## config.mk

```make
export PLATFORM = sky130hd
export DESIGN_NAME = fraction_reduce_gcd_core
export DESIGN_NICKNAME = d
export VERILOG_FILES = /design/src/frgcd_pkg.sv /design/src/fraction_reduce_gcd_core.sv /design/src/frgcd_div.sv
export SDC_FILE = /design/constraint.sdc
export NUM_CORES = 1
export LEC_CHECK = 0
export BUFFER_PORTS_ARGS = -buffer_cell sky130_fd_sc_hd__buf_2
export CAP_MARGIN = 40
export CELL_PAD_IN_SITES_DETAIL_PLACEMENT = 1
export CELL_PAD_IN_SITES_GLOBAL_PLACEMENT = 1
export CORE_ASPECT_RATIO = 0.5
export CORE_UTILIZATION = 40
export DETAILED_ROUTE_END_ITERATION = 10
export HOLD_SLACK_MARGIN = 0.03
export PLACE_DENSITY = 0.67
export SLEW_MARGIN = 10
export SYNTH_ARGS = -nofsm -noshare
export SYNTH_HDL_FRONTEND = slang
export SYNTH_SLANG_ARGS = --single-unit
export TNS_END_PERCENT = 20
```

## constraint.sdc

```tcl
create_clock -name clock -period 7.6 [get_ports clock]
set_clock_uncertainty 0.15 [all_clocks]
set_input_delay 1.52 -clock clock [delete_from_list [all_inputs] [get_ports clock]]
set_output_delay 1.52 -clock clock [all_outputs]
set_load 0.05 [all_outputs]
```

## src/frgcd_pkg.sv

```systemverilog
// Package for the fraction reduction block.
// Holds the field widths, the reset denominator and the divider control and status types.
// No dependencies.
package frgcd_pkg;

   // denominator register and result denominator widths
   localparam int DEN_WIDTH     = 20;
   localparam int OUT_DEN_WIDTH = 21;

   // register value after reset: five decimal fraction digits
   localparam logic [DEN_WIDTH-1:0] DEFAULT_DENOMINATOR = 20'd100000;

   // divider launch: wide runs the full shift length, otherwise DEN_WIDTH bits
   typedef struct packed {
      logic start;
      logic wide;
   } div_ctrl_type;

   // divider status: done pulses for one cycle when quotient and remainder are final
   typedef struct packed {
      logic busy;
      logic done;
   } div_stat_type;

endpackage

```

## src/fraction_reduce_gcd_core.sv

```systemverilog
// Reduces a scaled numerator over the configured denominator to lowest terms.
// Depends on frgcd_pkg and frgcd_div.
//
// One word in, one word out. The block takes a numerator already scaled to csr_write_data's
// denominator (reset 100000) and returns numerator/g over denominator/g, where g comes from
// Euclid's algorithm on truncating remainders, so g and the result denominator carry the sign
// that signed integer remainder gives. A zero numerator gives 0/1, a zero denominator with a
// nonzero numerator gives 1/0. One item is in work at a time; req_stall is high from the word
// after acceptance until the result is loaded into the output register, which may still be
// waiting on rsp_stall when the next word is taken. All division runs on one bit-serial
// divider, one quotient bit per cycle. There are at most about 30 Euclid remainder steps for a
// 20-bit denominator. The zero special cases skip the divider.
module fraction_reduce_gcd_core #(
   parameter int VALUE_WIDTH = 48
) (
   input  logic                                 clock,
   input  logic                                 reset,
   input  logic                                 csr_write_enable,
   input  logic [frgcd_pkg::DEN_WIDTH-1:0]      csr_write_data,
   input  logic                                 req_valid,
   output logic                                 req_stall,
   input  logic signed [VALUE_WIDTH-1:0]        req_scaled_numerator,
   output logic                                 rsp_valid,
   input  logic                                 rsp_stall,
   output logic signed [VALUE_WIDTH-1:0]        rsp_reduced_numerator,
   output logic signed [frgcd_pkg::OUT_DEN_WIDTH-1:0] rsp_reduced_denominator
);
   import frgcd_pkg::*;

   localparam int SHIFT_WIDTH = (VALUE_WIDTH > DEN_WIDTH) ? VALUE_WIDTH : DEN_WIDTH;

   typedef enum logic [2:0] {
      S_IDLE,
      S_PREP,
      S_GCD,
      S_QNUM,
      S_QDEN,
      S_DONE
   } state_type;

   state_type                  state_ff;
   logic [DEN_WIDTH-1:0]       den_cfg_ff;
   logic [VALUE_WIDTH-1:0]     num_ff;
   logic [VALUE_WIDTH-1:0]     nmag_ff;
   logic                       nneg_ff;
   logic                       gneg_ff;
   logic                       b_even_ff;
   logic [SHIFT_WIDTH-1:0]     opa_ff;
   logic [DEN_WIDTH-1:0]       opb_ff;
   logic                       start_ff;
   logic                       wide_ff;
   logic [VALUE_WIDTH-1:0]     rn_work_ff;
   logic [OUT_DEN_WIDTH-1:0]   rd_work_ff;
   logic                       rsp_valid_ff;
   logic [VALUE_WIDTH-1:0]     rsp_num_ff;
   logic [OUT_DEN_WIDTH-1:0]   rsp_den_ff;

   div_ctrl_type               div_ctrl;
   div_stat_type               div_stat;
   logic [SHIFT_WIDTH-1:0]     div_quo;
   logic [DEN_WIDTH-1:0]       div_rem;

   logic [VALUE_WIDTH-1:0]     num_abs;
   logic [VALUE_WIDTH-1:0]     quo_num;
   logic [OUT_DEN_WIDTH-1:0]   quo_den;

   // magnitude of the numerator; the most negative value maps to its unsigned magnitude
   always_comb begin
      num_abs = num_ff[VALUE_WIDTH-1] ? ('0 - num_ff) : num_ff;
      quo_num = div_quo[VALUE_WIDTH-1:0];
      quo_den = {1'b0, div_quo[DEN_WIDTH-1:0]};
   end

   assign div_ctrl.start = start_ff;
   assign div_ctrl.wide  = wide_ff;

   // shared divider: Euclid remainders and both final quotients
   frgcd_div #(
      .SHIFT_WIDTH (SHIFT_WIDTH)
   ) u_div (
      .clock     (clock),
      .reset     (reset),
      .ctrl      (div_ctrl),
      .dividend  (opa_ff),
      .divisor   (opb_ff),
      .stat      (div_stat),
      .quotient  (div_quo),
      .remainder (div_rem)
   );

   // sequencer. Euclid runs on magnitudes; a value at an even place in the
   // remainder sequence carries the numerator's sign, an odd one is positive.
   always_ff @(posedge clock) begin
      if (reset) begin
         state_ff     <= S_IDLE;
         den_cfg_ff   <= DEFAULT_DENOMINATOR;
         start_ff     <= 1'b0;
         rsp_valid_ff <= 1'b0;
      end else begin
         start_ff <= 1'b0;
         if (csr_write_enable) begin
            den_cfg_ff <= csr_write_data;
         end
         // output word taken and no new word loaded behind it
         if (rsp_valid_ff && !rsp_stall && (state_ff != S_DONE)) begin
            rsp_valid_ff <= 1'b0;
         end
         case (state_ff)
            S_IDLE: begin
               if (req_valid) begin
                  num_ff   <= req_scaled_numerator;
                  state_ff <= S_PREP;
               end
            end
            S_PREP: begin
               nneg_ff <= num_ff[VALUE_WIDTH-1];
               nmag_ff <= num_abs;
               if (num_ff == '0) begin
                  rn_work_ff <= '0;
                  rd_work_ff <= OUT_DEN_WIDTH'(1);
                  state_ff   <= S_DONE;
               end else if (den_cfg_ff == '0) begin
                  // g is the numerator itself
                  rn_work_ff <= VALUE_WIDTH'(1);
                  rd_work_ff <= '0;
                  state_ff   <= S_DONE;
               end else begin
                  opa_ff    <= SHIFT_WIDTH'(num_abs);
                  opb_ff    <= den_cfg_ff;
                  wide_ff   <= 1'b1;
                  start_ff  <= 1'b1;
                  b_even_ff <= 1'b0;
                  state_ff  <= S_GCD;
               end
            end
            S_GCD: begin
               if (div_stat.done) begin
                  if (div_rem == '0) begin
                     // divisor is g; opb_ff keeps it for both quotients
                     gneg_ff  <= b_even_ff & nneg_ff;
                     opa_ff   <= SHIFT_WIDTH'(nmag_ff);
                     wide_ff  <= 1'b1;
                     start_ff <= 1'b1;
                     state_ff <= S_QNUM;
                  end else begin
                     opa_ff    <= SHIFT_WIDTH'(opb_ff);
                     opb_ff    <= div_rem;
                     wide_ff   <= 1'b0;
                     start_ff  <= 1'b1;
                     b_even_ff <= ~b_even_ff;
                  end
               end
            end
            S_QNUM: begin
               if (div_stat.done) begin
                  rn_work_ff <= (nneg_ff ^ gneg_ff) ? ('0 - quo_num) : quo_num;
                  opa_ff     <= SHIFT_WIDTH'(den_cfg_ff);
                  wide_ff    <= 1'b0;
                  start_ff   <= 1'b1;
                  state_ff   <= S_QDEN;
               end
            end
            S_QDEN: begin
               if (div_stat.done) begin
                  rd_work_ff <= gneg_ff ? ('0 - quo_den) : quo_den;
                  state_ff   <= S_DONE;
               end
            end
            S_DONE: begin
               // load the output register once it is free
               if (!rsp_valid_ff || !rsp_stall) begin
                  rsp_valid_ff <= 1'b1;
                  rsp_num_ff   <= rn_work_ff;
                  rsp_den_ff   <= rd_work_ff;
                  state_ff     <= S_IDLE;
               end
            end
            default: begin
               state_ff <= S_IDLE;
            end
         endcase
      end
   end

   assign req_stall               = (state_ff != S_IDLE);
   assign rsp_valid               = rsp_valid_ff;
   assign rsp_reduced_numerator   = rsp_num_ff;
   assign rsp_reduced_denominator = rsp_den_ff;

`ifndef SYNTHESIS
   // an accepted word always goes to preparation
   a_accept_prep: assert property (@(posedge clock) disable iff (reset)
      (req_valid && !req_stall) |=> (state_ff == S_PREP))
      else $error("accepted word not prepared");

   // a result appears only from the done state
   a_result_source: assert property (@(posedge clock) disable iff (reset)
      $rose(rsp_valid_ff) |-> $past(state_ff == S_DONE))
      else $error("result without finished item");

   // divider completions only while a division is awaited
   a_done_expected: assert property (@(posedge clock) disable iff (reset)
      div_stat.done |-> (state_ff == S_GCD || state_ff == S_QNUM || state_ff == S_QDEN))
      else $error("unexpected divider completion");

   // the divisor handed to the divider is never zero
   a_divisor_nonzero: assert property (@(posedge clock) disable iff (reset)
      start_ff |-> (opb_ff != '0))
      else $error("division by zero launched");
`endif

endmodule

```

## src/frgcd_div.sv

```systemverilog
// Bit-serial restoring divider, one quotient bit per cycle.
// Dividend up to SHIFT_WIDTH bits, divisor DEN_WIDTH bits and nonzero.
// Depends on frgcd_pkg.
module frgcd_div #(
   parameter int SHIFT_WIDTH = 48
) (
   input  logic                             clock,
   input  logic                             reset,
   input  frgcd_pkg::div_ctrl_type          ctrl,
   input  logic [SHIFT_WIDTH-1:0]           dividend,
   input  logic [frgcd_pkg::DEN_WIDTH-1:0]  divisor,
   output frgcd_pkg::div_stat_type          stat,
   output logic [SHIFT_WIDTH-1:0]           quotient,
   output logic [frgcd_pkg::DEN_WIDTH-1:0]  remainder
);
   import frgcd_pkg::*;

   localparam int CNT_WIDTH = $clog2(SHIFT_WIDTH + 1);

   logic [SHIFT_WIDTH-1:0] quo_ff;
   logic [DEN_WIDTH-1:0]   rem_ff;
   logic [DEN_WIDTH-1:0]   divisor_ff;
   logic [CNT_WIDTH-1:0]   count_ff;
   logic                   done_ff;

   logic [DEN_WIDTH:0]     trial;
   logic [DEN_WIDTH:0]     diff;
   logic                   fits;

   // next partial remainder: shift in the next dividend bit, trial subtract
   always_comb begin
      trial = {rem_ff, quo_ff[SHIFT_WIDTH-1]};
      diff  = trial - {1'b0, divisor_ff};
      fits  = (trial >= {1'b0, divisor_ff});
   end

   // iteration register: dividend bits leave the top, quotient bits enter the bottom
   always_ff @(posedge clock) begin
      if (reset) begin
         count_ff <= '0;
         done_ff  <= 1'b0;
      end else begin
         done_ff <= 1'b0;
         if (ctrl.start) begin
            // short operands sit at the top so their first bit leads
            quo_ff     <= ctrl.wide ? dividend : (dividend << (SHIFT_WIDTH - DEN_WIDTH));
            rem_ff     <= '0;
            divisor_ff <= divisor;
            count_ff   <= ctrl.wide ? CNT_WIDTH'(SHIFT_WIDTH) : CNT_WIDTH'(DEN_WIDTH);
         end else if (count_ff != '0) begin
            rem_ff   <= fits ? diff[DEN_WIDTH-1:0] : trial[DEN_WIDTH-1:0];
            quo_ff   <= {quo_ff[SHIFT_WIDTH-2:0], fits};
            count_ff <= count_ff - 1'b1;
            if (count_ff == CNT_WIDTH'(1)) begin
               done_ff <= 1'b1;
            end
         end
      end
   end

   assign stat.busy = (count_ff != '0);
   assign stat.done = done_ff;
   assign quotient  = quo_ff;
   assign remainder = rem_ff;

`ifndef SYNTHESIS
   // no launch while a division runs
   a_start_idle: assert property (@(posedge clock) disable iff (reset)
      ctrl.start |-> !stat.busy)
      else $error("divider started while busy");

   // a launch always begins iterating
   a_start_runs: assert property (@(posedge clock) disable iff (reset)
      ctrl.start |=> stat.busy)
      else $error("divider did not start iterating");

   // done follows the last iteration
   a_done_after_busy: assert property (@(posedge clock) disable iff (reset)
      stat.done |-> $past(stat.busy))
      else $error("divider done without iterating");

   // final remainder is below the divisor
   a_rem_range: assert property (@(posedge clock) disable iff (reset)
      stat.done |-> (rem_ff < divisor_ff))
      else $error("divider remainder not reduced");
`endif

endmodule
```

# --- Yosys cells after proc, flatten, opt, wreduce, memory -nomap -nowiden ---
# Index checks and enable logic that the tools add are counted.
op_classes:
  magnitude_cmp: 1
  reduce_logical: 29
  muxes: 58
  n_addsub: 5
  bitwise_logic: 5
  eq_ne: 17
ops:
  columns: ["operator", "count"]
  rows:
  - ["$mux W48", 13]
  - ["$pmux W48 S3", 1]
  - ["$mux W20", 6]
  - ["$pmux W48 S2", 1]
  - ["$sub A1 B48 Y48 const A", 2]
  - ["$mux W21", 4]
  - ["$logic_not A48 Y1", 1]
  - ["$pmux W21 S2", 1]
  - ["$logic_not A20 Y1", 2]
  - ["$pmux W20 S2", 1]
  - ["$mux W3", 8]
  - ["$ge A21 B20 Y1", 1]
  - ["$sub A1 B20 Y21 const A", 1]
  - ["$sub A20 B20 Y20", 1]
  - ["$mux W6", 3]
  - ["$pmux W3 S6", 1]
  - ["$reduce_and A6 Y1", 3]
  - ["$mux W1", 16]
  - ["$ne A2 B2 Y1 const B", 6]
  - ["$reduce_and A4 Y1", 3]
  - ["$reduce_bool A2 Y1", 4]
  - ["$eq A3 B2 Y1 const B", 2]
  - ["$eq A3 B3 Y1 const B", 2]
  - ["$eq A6 B1 Y1 const B", 1]
  - ["other kinds (19)", 31]
word_totals:
  inputBits: 73
  word_cells: 136
  ff_bits: 426
  out_inout_bits: 71

# --- Logic depth before layout (Yosys ltp) ---
# Gate-level depths: netlist of run 1.
logic_depth:
  ltp_word: 6
  depth_mapped: 12

# --- Cells and area by module ---
# A second synthesis of run 1 with hierarchy kept.
hier_totals:
  hier_cells: 1606
  hier_area_um2: 20138.1
modules_own_cells:
  columns: ["module", "instances", "area_per_inst_um2", "cells_each"]
  rows:
  - ["fraction_reduce_gcd_core", 1, 14784.2, 1124]
  - ["frgcd_div", 1, 5353.9, 482]

# --- Worst setup path before layout of run 1 ---
# OpenSTA, ideal clock, no wires.
synth_timing:
  path_kind: "input-to-reg"
  start: "input port reset"
  end: "register rsp_den_ff[0], in the netlist rsp_reduced_denominator[0] (enable)"
  t_arrival_ps: 6452
  stages: 2
  setup_slack_ps: 417
  cell_sequence: "buf_1 -> nor3_1"
synth_between:
  elab_chain_len: 2
synth_rtl:
  columns: ["element", "line_no", "source"]
  rows:
  - ["start: declaration", "fraction_reduce_gcd_core.sv:17", "input logic reset,"]
  - ["$not A1 Y1 (no source line)", null, null]
  - ["$reduce_and A3 Y1 (no source line)", null, null]
  - ["end signal: assignment", "fraction_reduce_gcd_core.sv:174", "rsp_den_ff <= rd_work_ff;"]
  - ["end: declaration", "fraction_reduce_gcd_core.sv:56", "logic [OUT_DEN_WIDTH-1:0] rsp_den_ff;"]
# No other way between the ends.
# A chain may end at the register's enable or synchronous reset.

# --- Worst setup path after layout of run 1 ---
layout_timing:
  start: "register u_div.quo_ff[4], in the netlist u_div.quotient[4]"
  end: "register rn_work_ff[44] (data pin)"
layout_between:
  elab_chain_len: 4
layout_rtl:
  columns: ["element", "line_no", "source"]
  rows:
  - ["start: declaration", "frgcd_div.sv:20", "logic [SHIFT_WIDTH-1:0] quo_ff;"]
  - ["start signal: assignment", "frgcd_div.sv:46", "quo_ff <= ctrl.wide ? dividend : (dividend << (SHIFT_WIDTH - DEN_WIDTH));"]
  - ["start signal: assignment", "frgcd_div.sv:52", "quo_ff <= {quo_ff[SHIFT_WIDTH-2:0], fits};"]
  - ["$sub A1 B48 Y48", "fraction_reduce_gcd_core.sv:156", "rn_work_ff <= (nneg_ff ^ gneg_ff) ? ('0 - quo_num) : quo_num;"]
  - ["$mux W48", "fraction_reduce_gcd_core.sv:156", null]
  - ["$mux W48", "fraction_reduce_gcd_core.sv:155", "if (div_stat.done) begin"]
  - ["$pmux W48 S2", "fraction_reduce_gcd_core.sv:108", "case (state_ff)"]
  - ["end signal: assignment", "fraction_reduce_gcd_core.sv:156", null]
  - ["end: declaration", "fraction_reduce_gcd_core.sv:52", "logic [VALUE_WIDTH-1:0] rn_work_ff;"]
# No other way between the ends. The select of a mux whose other input is x is not followed.

==> results of run 1 <==
[cell usage in the layout (no fill, tap or decap), types with 9 or more instances in the layout]
master | netlist | routed
nand3_1 | 23 | 23
a211oi_1 | 16 | 15
o21ai_0 | 71 | 70
a21oi_1 | 77 | 75
inv_1 | 63 | 62
nor4_1 | 19 | 19
clkinv_1 | 1 | 16
nand2_1 | 179 | 179
nor2b_1 | 16 | 14
xor2_1 | 13 | 13
o211ai_1 | 24 | 24
ha_1 | 25 | 25
edfxtp_1 | 394 | 394
nor3_1 | 22 | 19
or3_1 | 17 | 17
xnor2_1 | 111 | 110
o31ai_1 | 26 | 26
nor2_1 | 152 | 152
o41ai_1 | 10 | 10
clkbuf_16 | 0 | 43
buf_4 | 0 | 24
or2_2 | 9 | 9
a22o_1 | 30 | 30
mux2i_1 | 63 | 63
or4_1 | 10 | 10
o21a_1 | 24 | 24
nand4_1 | 10 | 10
dfxtp_1 | 32 | 31
buf_2 | 4 | 144
[worst paths after layout]
kind	startpoint	endpoint	depth (start not counted)	slack, ns
worst min-delay path	rn_work_ff[7]	rsp_reduced_numerator[7]	0	0.27
worst max-delay path	u_div.quotient[4]	rn_work_ff[44]	7	3.82
worst max register to register	u_div.quotient[4]	rn_work_ff[44]	7	3.82
worst min register to register	rn_work_ff[7]	rsp_reduced_numerator[7]	0	0.27
[worst register-to-register path: stages (launching register included)]
cell and delay (ns):
edfxtp_1 0.49, nor4_1 0.83, nand4_1 0.55, nor4_1 0.79, and2_1 0.33, a21oi_1 0.11
xnor2_1 0.18, nor2_1 0.07
[kinds of logic (layout without fill, tap and decap cells)]
logic type	Yosys count	in the layout	share of synthesized area
buffers and inverters	143	309	0.0279
flip-flops	426	426	0.643
XOR/XNOR	124	124	0.0560
AND/OR/NAND/NOR	483	483	0.113
AO/OA/AOI/OAI	323	323	0.111
multiplexers	63	63	0.0325
adder cells (fa/ha/maj)	26	26	0.0172
[power by group]
group / total, mW / internal (mW) / switching (mW)
clock: 2.02 / 1.17 / 0.857
combinational: 2.14 / 0.796 / 1.34
sequential: 3.47 / 3.12 / 0.354
[cell type report]
class | instances | share of cell area
flip-flops and latches | 426 | 0.560
multi-input cells | 1019 | 0.290
clock buffers | 50 | 0.0495
repair buffers | 171 | 0.0433
well taps | 638 | 0.0359
inverters | 64 | 0.0109
clock inverters | 24 | 0.00950
[registers in the layout, summed over array words and instances (netlist names), 3 cells and up]
| register | flops |
|---|---|
| state_ff | 3 |
| u_div.divisor_ff | 20 |
| rn_work_ff | 48 |
| opb_ff | 20 |
| nmag_ff | 48 |
| opa_ff | 48 |
| u_div.remainder | 20 |
| num_ff | 48 |
| rd_work_ff | 21 |
| den_cfg_ff | 20 |
| u_div.quotient | 48 |
| u_div.count_ff | 6 |
| rsp_reduced_denominator | 21 |
| rsp_reduced_numerator | 48 |
[per-stage QoR]
step           hold slack (ns)  area [µm²]  setup WS [ns]  cells  power (mW)
3_3_place_gp             0.257       20900           4.03   2314        5.51
5_1_grt                  0.274       22300           3.42   2392        8.03
3_5_place_dp             0.255       20900           3.84   2317        5.63
2_1_floorplan            0.250       19400          0.417   1588        4.90
6_report                 0.269       22300           3.82   2392        7.63
4_1_cts                  0.270       22200           3.82   2391        7.68
[per-layer routing]
metal / up-vias / wire (µm) / GRT usage
li1: 6099 / - / -
met4: 0 / 883 / 0.0455
met2: 251 / 24400 / 0.346
met5: - / 0 / 0
met1: 6451 / 23600 / 0.278
met3: 49 / 1960 / 0.0288
==> results.toml, run 1 <==
[synth]
synth.most_common_cell = "edfxtp_1"
synth_common_cells = "edfxtp_1 (394), nand2_1 (179), nor2_1 (152)"
ys_ff_latch = 426
avgSynthCellArea_um2 = 12.2
synth-edff-count = 394
ys_async_sr_fraction = 0
netlist_area_mm2 = 0.0194
yosys_warnings = 0
ys.flop_type = "edfxtp_1"
synth_top_area_frac = 0.610
syn-num-nets = 1687
synth_area_leaders = "edfxtp_1 (61%), xnor2_1 (5.0%), nand2_1 (3.5%), dfxtp_1 (3.3%), mux2i_1 (3.3%)"
syn_inst = 1588
netlist.top_cell.by_area = "edfxtp_1"
synth.distinct_cells = 55
yosysSeqAreaShare = 0.643

[clocking]
cts_tree = "built"
holdBufCountCts = 0
post_cts_buffers = 0
cts_root_buffer = "clkbuf_16"
clockBufferDepth = 3
cts-buffers-inserted = 41
clkSinkCount = 426
htree_levels = 2
clk_latency_ns = 0.54
cts_resized = 0
cts.reportedPaths.clkPinSlew_ns = 0.07

[placement]
portBuffers = 143
hpwl_um = 37100
finalWeightedCongestion = 0.883

[die]
core_mm2 = 0.0474
dieWidth_um = 313
start_util = 0.410
die_area_mm2 = 0.0494
num_rows = 56
die_h_um = 158
ios = 144

[finish]
final_net_count = 1822
fillCellCount = 4983
area_growth_pct = 14.7
fin_util = 0.470
n_antenna_cell = 0
drive_gt1_frac = 0.144
multi_input_area_mm2 = 0.00646
regArea_mm2 = 0.0125

[worst_setup_path]
start_kind = "register"
cp.required_ns = 7.72
worstPathArrival_ns = 3.90
path_class = "register to register"
path_delay_family = "simple AND/OR/NAND/NOR gates"
cp_slowest_cell = "nor4_1"
cp_slowest_stage_delay_ns = 0.83
critPathMaxFanout = 8
crit_chain = "nor4_1 > nand4_1 > nor4_1 > and2_1 > a21oi_1 > xnor2_1 > nor2_1"
cp_num_buf_inv = 0
end_kind = "register"
timing.critical_path.mode_cell = "nor4_1"

[sta]
tns_ns = 0
fmax_mhz = 265
min_period_ns = 3.78
hold_viol_final = 0
slew_headroom = 0.384
fin_crit_sh = 0.497
setup_viol = 0
worst_slew_pin_slew_ns = 0.916
maxSlewViolCount = 0
rsz0062_at_grt = "false"

[pwr]
ir_drop_mv = 0.146
power_density_mw_per_mm2 = 343
total_leakage_power_nw = 7.91

[route]
wl_per_cell_um = 21.2
drt_wl_total_um = 50800
viasPerCell = 5.37
drc = 0
ant_nets = 0
detailroute.via_count = 12900
drt_iter0_drc = 946
firstDrtPassIters = 6

[flow_run]
drv_cap = 0

[global_routing]
grt_overflow = 0
grt_max_degree = 73
grt_pass1_wl_um = 77900
grt_pass1_vias = 13200
antenna_found_initial = 0
grt.total_usage = 0.204

[min_path]
hold_path_class = "register to register"

[status]
outcome = "finished, final reports clean"
No activity file was read; power rests on OpenSTA's default activity.
==> run 2: changes to the inputs <==
==> constraint.sdc (replaced) <==
create_clock -name clock -period 3.1 [get_ports clock]
set_clock_uncertainty 0.15 [all_clocks]
set_input_delay 0.62 -clock clock [delete_from_list [all_inputs] [get_ports clock]]
set_output_delay 0.62 -clock clock [all_outputs]
set_load 0.05 [all_outputs]
==> results.toml, run 2 (synthesis gave the netlist of run 1 again) <==
[sta]
fin_crit_sh = 0.969
fmax_mhz = 333
setup_viol = 0
hold_viol_final = 0
tns_ns = 0
worst_slew_pin_slew_ns = 0.678
slew_headroom = 0.546
maxSlewViolCount = 0
rsz0062_at_grt = "false"
min_period_ns = 3.00

[pwr]
p_comb_frac = 0.307
p_total_mw = 19.5
ir_drop_mv = 0.451
total_leakage_power_nw = 8.40
intPower_mw = 12.8
p_clk_frac = 0.262
swShare = 0.340
power_density_mw_per_mm2 = 842
p_switching_mw = 6.63
sequentialPowerShare = 0.431

[worst_setup_path]
cp_num_buf_inv = 0
critPathMaxFanout = 4
cp_slowest_stage_delay_ns = 0.50
crit_chain = "or3_1 > or4_1 > or3_4 > or3_4 > o31ai_4 > xnor2_1 > a22o_1"
timing.critical_path.mode_cell = "or3_4"
path_delay_family = "simple AND/OR/NAND/NOR gates"
end_kind = "register"
cp.required_ns = 3.27
cp_slowest_cell = "or4_1"
path_class = "register to register"
worstPathArrival_ns = 3.17
start_kind = "register"

[finish]
final_net_count = 1910
layout_commonest_cell = "edfxtp_1"
area_growth_pct = 19.2
drive_gt1_frac = 0.198
final_cell_mix = "edfxtp_1 (394), nand2_1 (178), nor2_1 (152)"
n_antenna_cell = 0

[global_routing]
grt_pass1_wl_um = 81900
grt_overflow = 0
antenna_found_initial = 1
grt_pass1_vias = 13800
gr-usage-met1 = 0.296
grtUsageMet3 = 0.0355
met2_usage = 0.352
grt.busiest_layer = "met2"
grt_max_degree = 70
grt.total_usage = 0.215

[clocking]
clk_latency_ns = 0.56
clockBufferDepth = 3
cts-buffers-inserted = 41
htree_levels = 2
clkSinkCount = 426
cts_root_buffer = "clkbuf_16"
holdBufCountCts = 0
cts.reportedPaths.clkPinSlew_ns = 0.07
cts_tree = "built"

[route]
firstDrtPassIters = 4
wl_per_cell_um = 21.6
viasPerCell = 5.36
detailroute.via_count = 13300
drt_wl_total_um = 53600
ant_nets = 0
drc = 0
drt_iter0_drc = 999

[placement]
finalWeightedCongestion = 0.859
portBuffers = 143
hpwl_um = 39200

[die]
die_area_mm2 = 0.0494
ios = 144
dieWidth_um = 313
die_h_um = 158
start_util = 0.410
num_rows = 56
core_mm2 = 0.0474

[flow_run]
drv_cap = 0

[min_path]
hold_path_class = "input pin to register"

[status]
outcome = "finished, final reports clean"
==> run 2: cell types whose count changed in the layout (fill, tap and decap cells not counted), sizes merged <==
cell      delta
clkinv       -4
clkbuf       -3
bufinv       +1
clkinvlp     +3
inv          +3
buf         +87
==> run 2: layer usage <==
metal	share of wire	vias up
met2	0.47	255
met4	0.026	2
met3	0.044	83
met5	0.00024	-
li1	-	6268
met1	0.46	6678
==> run 2: final cells by class <==
type                    count  area, µm²
clock buffers              46       1040
clock inverters            27        285
fillers                  4996      24200
inverters                  64        240
multi-input cells        1019       6550
flip-flops and latches    426      12500
well taps                 638        798
repair buffers            259       1730
==> run 2: worst reg2reg max path, stage by stage, from the launching register on <==
cell	delay, ns
edfxtp_1	0.40
or3_1	0.41
or4_1	0.50
or3_4	0.45
or3_4	0.36
o31ai_4	0.20
xnor2_1	0.11
a22o_1	0.19
==> run 2: final timing paths <==
path                            from  slack, ns                        end  cells past startpoint
max reg2reg                num_ff[3]        0.1                 opa_ff[31]                      7
min reg2reg           rn_work_ff[40]       0.27  rsp_reduced_numerator[40]                      0
max                        num_ff[3]        0.1                 opa_ff[31]                      7
min          req_scaled_numerator[5]       0.10                  num_ff[5]                      1
==> run 2: timing repair <==
item	in CTS	in global routing
cloned	0	1
setup buffers	0	1
hold endpoints to repair	0	0
pin swaps	0	1
resized for setup	2	14
endpoints found under the setup margin	86	73
==> run 2: metrics by stage <==
step           cells  hold slack, ns  utilization  setup WS (ns)  area [µm²]
3_5_place_dp    2404           0.256        0.458        -0.0931       21700
5_1_grt         2479          0.0818        0.488        0.00469       23100
3_3_place_gp    2403           0.256        0.457        -0.0641       21700
4_1_cts         2477          0.0799        0.486      0.0000804       23000
6_report        2479           0.103        0.488         0.0973       23100
2_1_floorplan   1588           0.250            -         -0.625       19400
==> run 2: power groups by stage <==
| stage | logic (mW) | clock network, mW | registers (mW) |
|---|---|---|---|
| 2_1_floorplan | 3.78 | 0 | 8.24 |
| 3_3_place_gp | 5.63 | 0 | 8.43 |
| 3_5_place_dp | 5.86 | 0 | 8.49 |
| 4_1_cts | 5.92 | 5.21 | 8.38 |
| 5_1_grt | 6.53 | 5.39 | 8.49 |
| 6_report | 5.98 | 5.11 | 8.39 |
==> run 3: changes to the inputs <==
--- a/config.mk
+++ b/config.mk
@@ -5,6 +5,7 @@
 export SDC_FILE = /design/constraint.sdc
 export NUM_CORES = 1
 export LEC_CHECK = 0
+export ABC_AREA = 1
 export BUFFER_PORTS_ARGS = -buffer_cell sky130_fd_sc_hd__buf_2
 export CAP_MARGIN = 40
 export CELL_PAD_IN_SITES_DETAIL_PLACEMENT = 1
@@ -13,8 +14,7 @@
 export CORE_UTILIZATION = 40
 export DETAILED_ROUTE_END_ITERATION = 10
 export HOLD_SLACK_MARGIN = 0.03
-export PLACE_DENSITY = 0.67
-export SLEW_MARGIN = 10
+export PLACE_DENSITY = 0.69
 export SYNTH_ARGS = -nofsm -noshare
 export SYNTH_HDL_FRONTEND = slang
 export SYNTH_SLANG_ARGS = --single-unit
==> results.toml, run 3 <==
[status]
outcome = "finished, final reports clean"

[worst_setup_path]
cp_slowest_cell = "edfxtp_1"
path_class = "register to register"
cp_slowest_stage_delay_ns = 0.41
start_kind = "register"
critPathMaxFanout = 48
timing.critical_path.mode_cell = "nand2_1"
worst-r2r-setup-slack_ns = 0.30
worstPathArrival_ns = 2.90
rr_endpoint = "rn_work_ff[23]"
r2r_start = "num_ff[0]"
end_kind = "register"
crit_chain = "inv_1 > ha_1 > nand2_1 > nor2_1 > nand2_1 > nor2_1 > nand2_1 > nand2_1 > nand2_1 > a21oi_4 > buf_12"
r2r_cells = 11
cp_num_buf_inv = 2
cp.depth = 11
path_delay_family = "simple AND/OR/NAND/NOR gates"
cp.required_ns = 3.20

[placement]
dpl_cell_area_mm2 = 0.0224
portBuffers = 143
hpwl_um = 48500
finalWeightedCongestion = 0.901
pre_cts_ws_ns = 0.297

[sta]
worst_slew_pin_slew_ns = 0.741
min_period_ns = 2.80
layout_setup_ws_ns = 0.304
setup_viol = 0
maxSlewViolCount = 0
hold_viol_final = 0
slew_headroom = 0.504
rsz0062_at_grt = "false"
whs_ns = 0.0654
fmax_mhz = 358
fin_crit_sh = 0.902

[die]
ios = 144
start_util = 0.408
die_area_mm2 = 0.0526
num_rows = 58
core_mm2 = 0.0506
dieWidth_um = 323
die_h_um = 163

[min_path]
hp-start = "req_scaled_numerator[4]"
hold_end = "num_ff[4]"
hold_path_class = "input pin to register"
hold_depth = 1

[route]
detailroute.via_count = 15900
drt_iter0_drc = 1375
drt_wl_total_um = 63000
wl_per_cell_um = 20.8
drc = 0
firstDrtPassIters = 5
viasPerCell = 5.25
ant_nets = 0

[global_routing]
grt_pass1_vias = 15800
grt_max_degree = 55
grt_pass1_wl_um = 95500
grt.total_usage = 0.242
antenna_found_initial = 1
grt_overflow = 0

[synth]
netlist_area_mm2 = 0.0207
syn_inst = 2147
synth_fa_ha_area_frac = 0.0161
synth_top_family_by_area = "simple AND/OR/NAND/NOR gates"
synth_top_area_frac = 0.573
synthMuxAreaShare = 0
syn-num-nets = 2246
synth.most_common_cell = "nand2_1"
yosys.area_share.xor_xnor = 0.0246
synth-compound-area-share = 0.0880
yosysSeqAreaShare = 0.604
avgSynthCellArea_um2 = 9.62
yosys_warnings = 0
synth_area_leaders = "edfxtp_1 (57%), nand2_1 (9.2%), inv_1 (4.4%), nor2_1 (4.1%), nand3_1 (3.6%)"
synth_common_cells = "nand2_1 (505), edfxtp_1 (394), inv_1 (244)"
synth.distinct_cells = 53
netlist.top_cell.by_area = "edfxtp_1"
ys_ff_latch = 426
ys_async_sr_fraction = 0
synth-simple-area-share = 0.203
synth-edff-count = 394
ys.flop_type = "edfxtp_1"

[clocking]
cts-buffers-inserted = 40
clk_latency_ns = 0.58
clkSinkCount = 426
cts.reportedPaths.clkPinSlew_ns = 0.06
cts_root_buffer = "clkbuf_16"
holdBufCountCts = 0
post_cts_buffers = 0
clockBufferDepth = 3
htree_levels = 2
cts_tree = "built"
cts_resized = 0

[pwr]
ir_drop_mv = 0.359
total_leakage_power_nw = 9.42
power_density_mw_per_mm2 = 849

[finish]
layout_commonest_cell = "nand2_1"
final_cell_mix = "nand2_1 (505), edfxtp_1 (394), inv_1 (243)"
n_antenna_cell = 0
area_growth_pct = 14.7
final_net_count = 2408
design_area_mm2 = 0.0237
drive_gt1_frac = 0.136

[flow_run]
drv_cap = 0
## run 3: changes by cell type after synthesis, moves of 30 or more
cell      before  now
o21ai_0       71  101
o21ai_1        0   31
xnor2_1      111    9
nand3_1       23  148
inv_1         63  244
nor2_1       152  228
clkbuf_1      68   38
xor2_1        13   49
a21oi_1       77  109
nand2_1      179  505
mux2i_1       63    0
## run 3: power by group
group | internal, mW | switching (mW) | total, mW
Combinational | 1.86 | 4.56 | 6.42
Clock | 2.74 | 2.27 | 5.00
Sequential | 7.87 | 0.825 | 8.69
## run 3: cells by family (layout without fill, tap and decap cells)
logic type	after synthesis	after routing
DFF	426	426
AOI/OAI and AO/OA	321	321
adders and majority gates	26	26
and+or+nand+nor	981	981
buffers and inverters	335	528
xor gates and xnor gates	58	58
## run 3: worst max path at each step
| stage | slack (ns) | startpoint | end |
|---|---|---|---|
| 6_report | 0.30 | num_ff[0] | rn_work_ff[23] |
| 5_1_grt | 0.07 | num_ff[0] | rn_work_ff[37] |
| 4_1_cts | 0.28 | num_ff[0] | rn_work_ff[44] |
| 3_5_place_dp | 0.30 | num_ff[0] | rn_work_ff[43] |
| 3_3_place_gp | 0.39 | num_ff[0] | rn_work_ff[43] |
| 2_1_floorplan | -0.80 | reset | num_ff[0] |
## run 3: cell type report
cell class	instances	area [µm²]
Sequential cell	426	12500
Timing Repair Buffer	188	1140
Inverter	267	1000
Fill cell	5748	26900
Multi-Input combinational cell	1386	6920
Clock buffer	47	1030
Tap cell	690	863
Clock inverter	26	263
## run 3: per-layer routing
| layer | share of wire | GRT usage |
|---|---|---|
| met4 | 0.019 | 0.0549 |
| met2 | 0.42 | 0.351 |
| met5 | 0.00021 | 0 |
| met1 | 0.49 | 0.371 |
| met3 | 0.068 | 0.0444 |
## run 3: through the flow
stage,TNS [ns],power (mW),instances,utilization
finish,0,20.1,3030,0.468
global route,0,21.2,3030,0.468
CTS,0,20.2,3030,0.468
detailed placement,0,15.1,2957,0.443
global placement,0,14.9,2957,0.443
floorplan,-74.66,12.8,2147,-
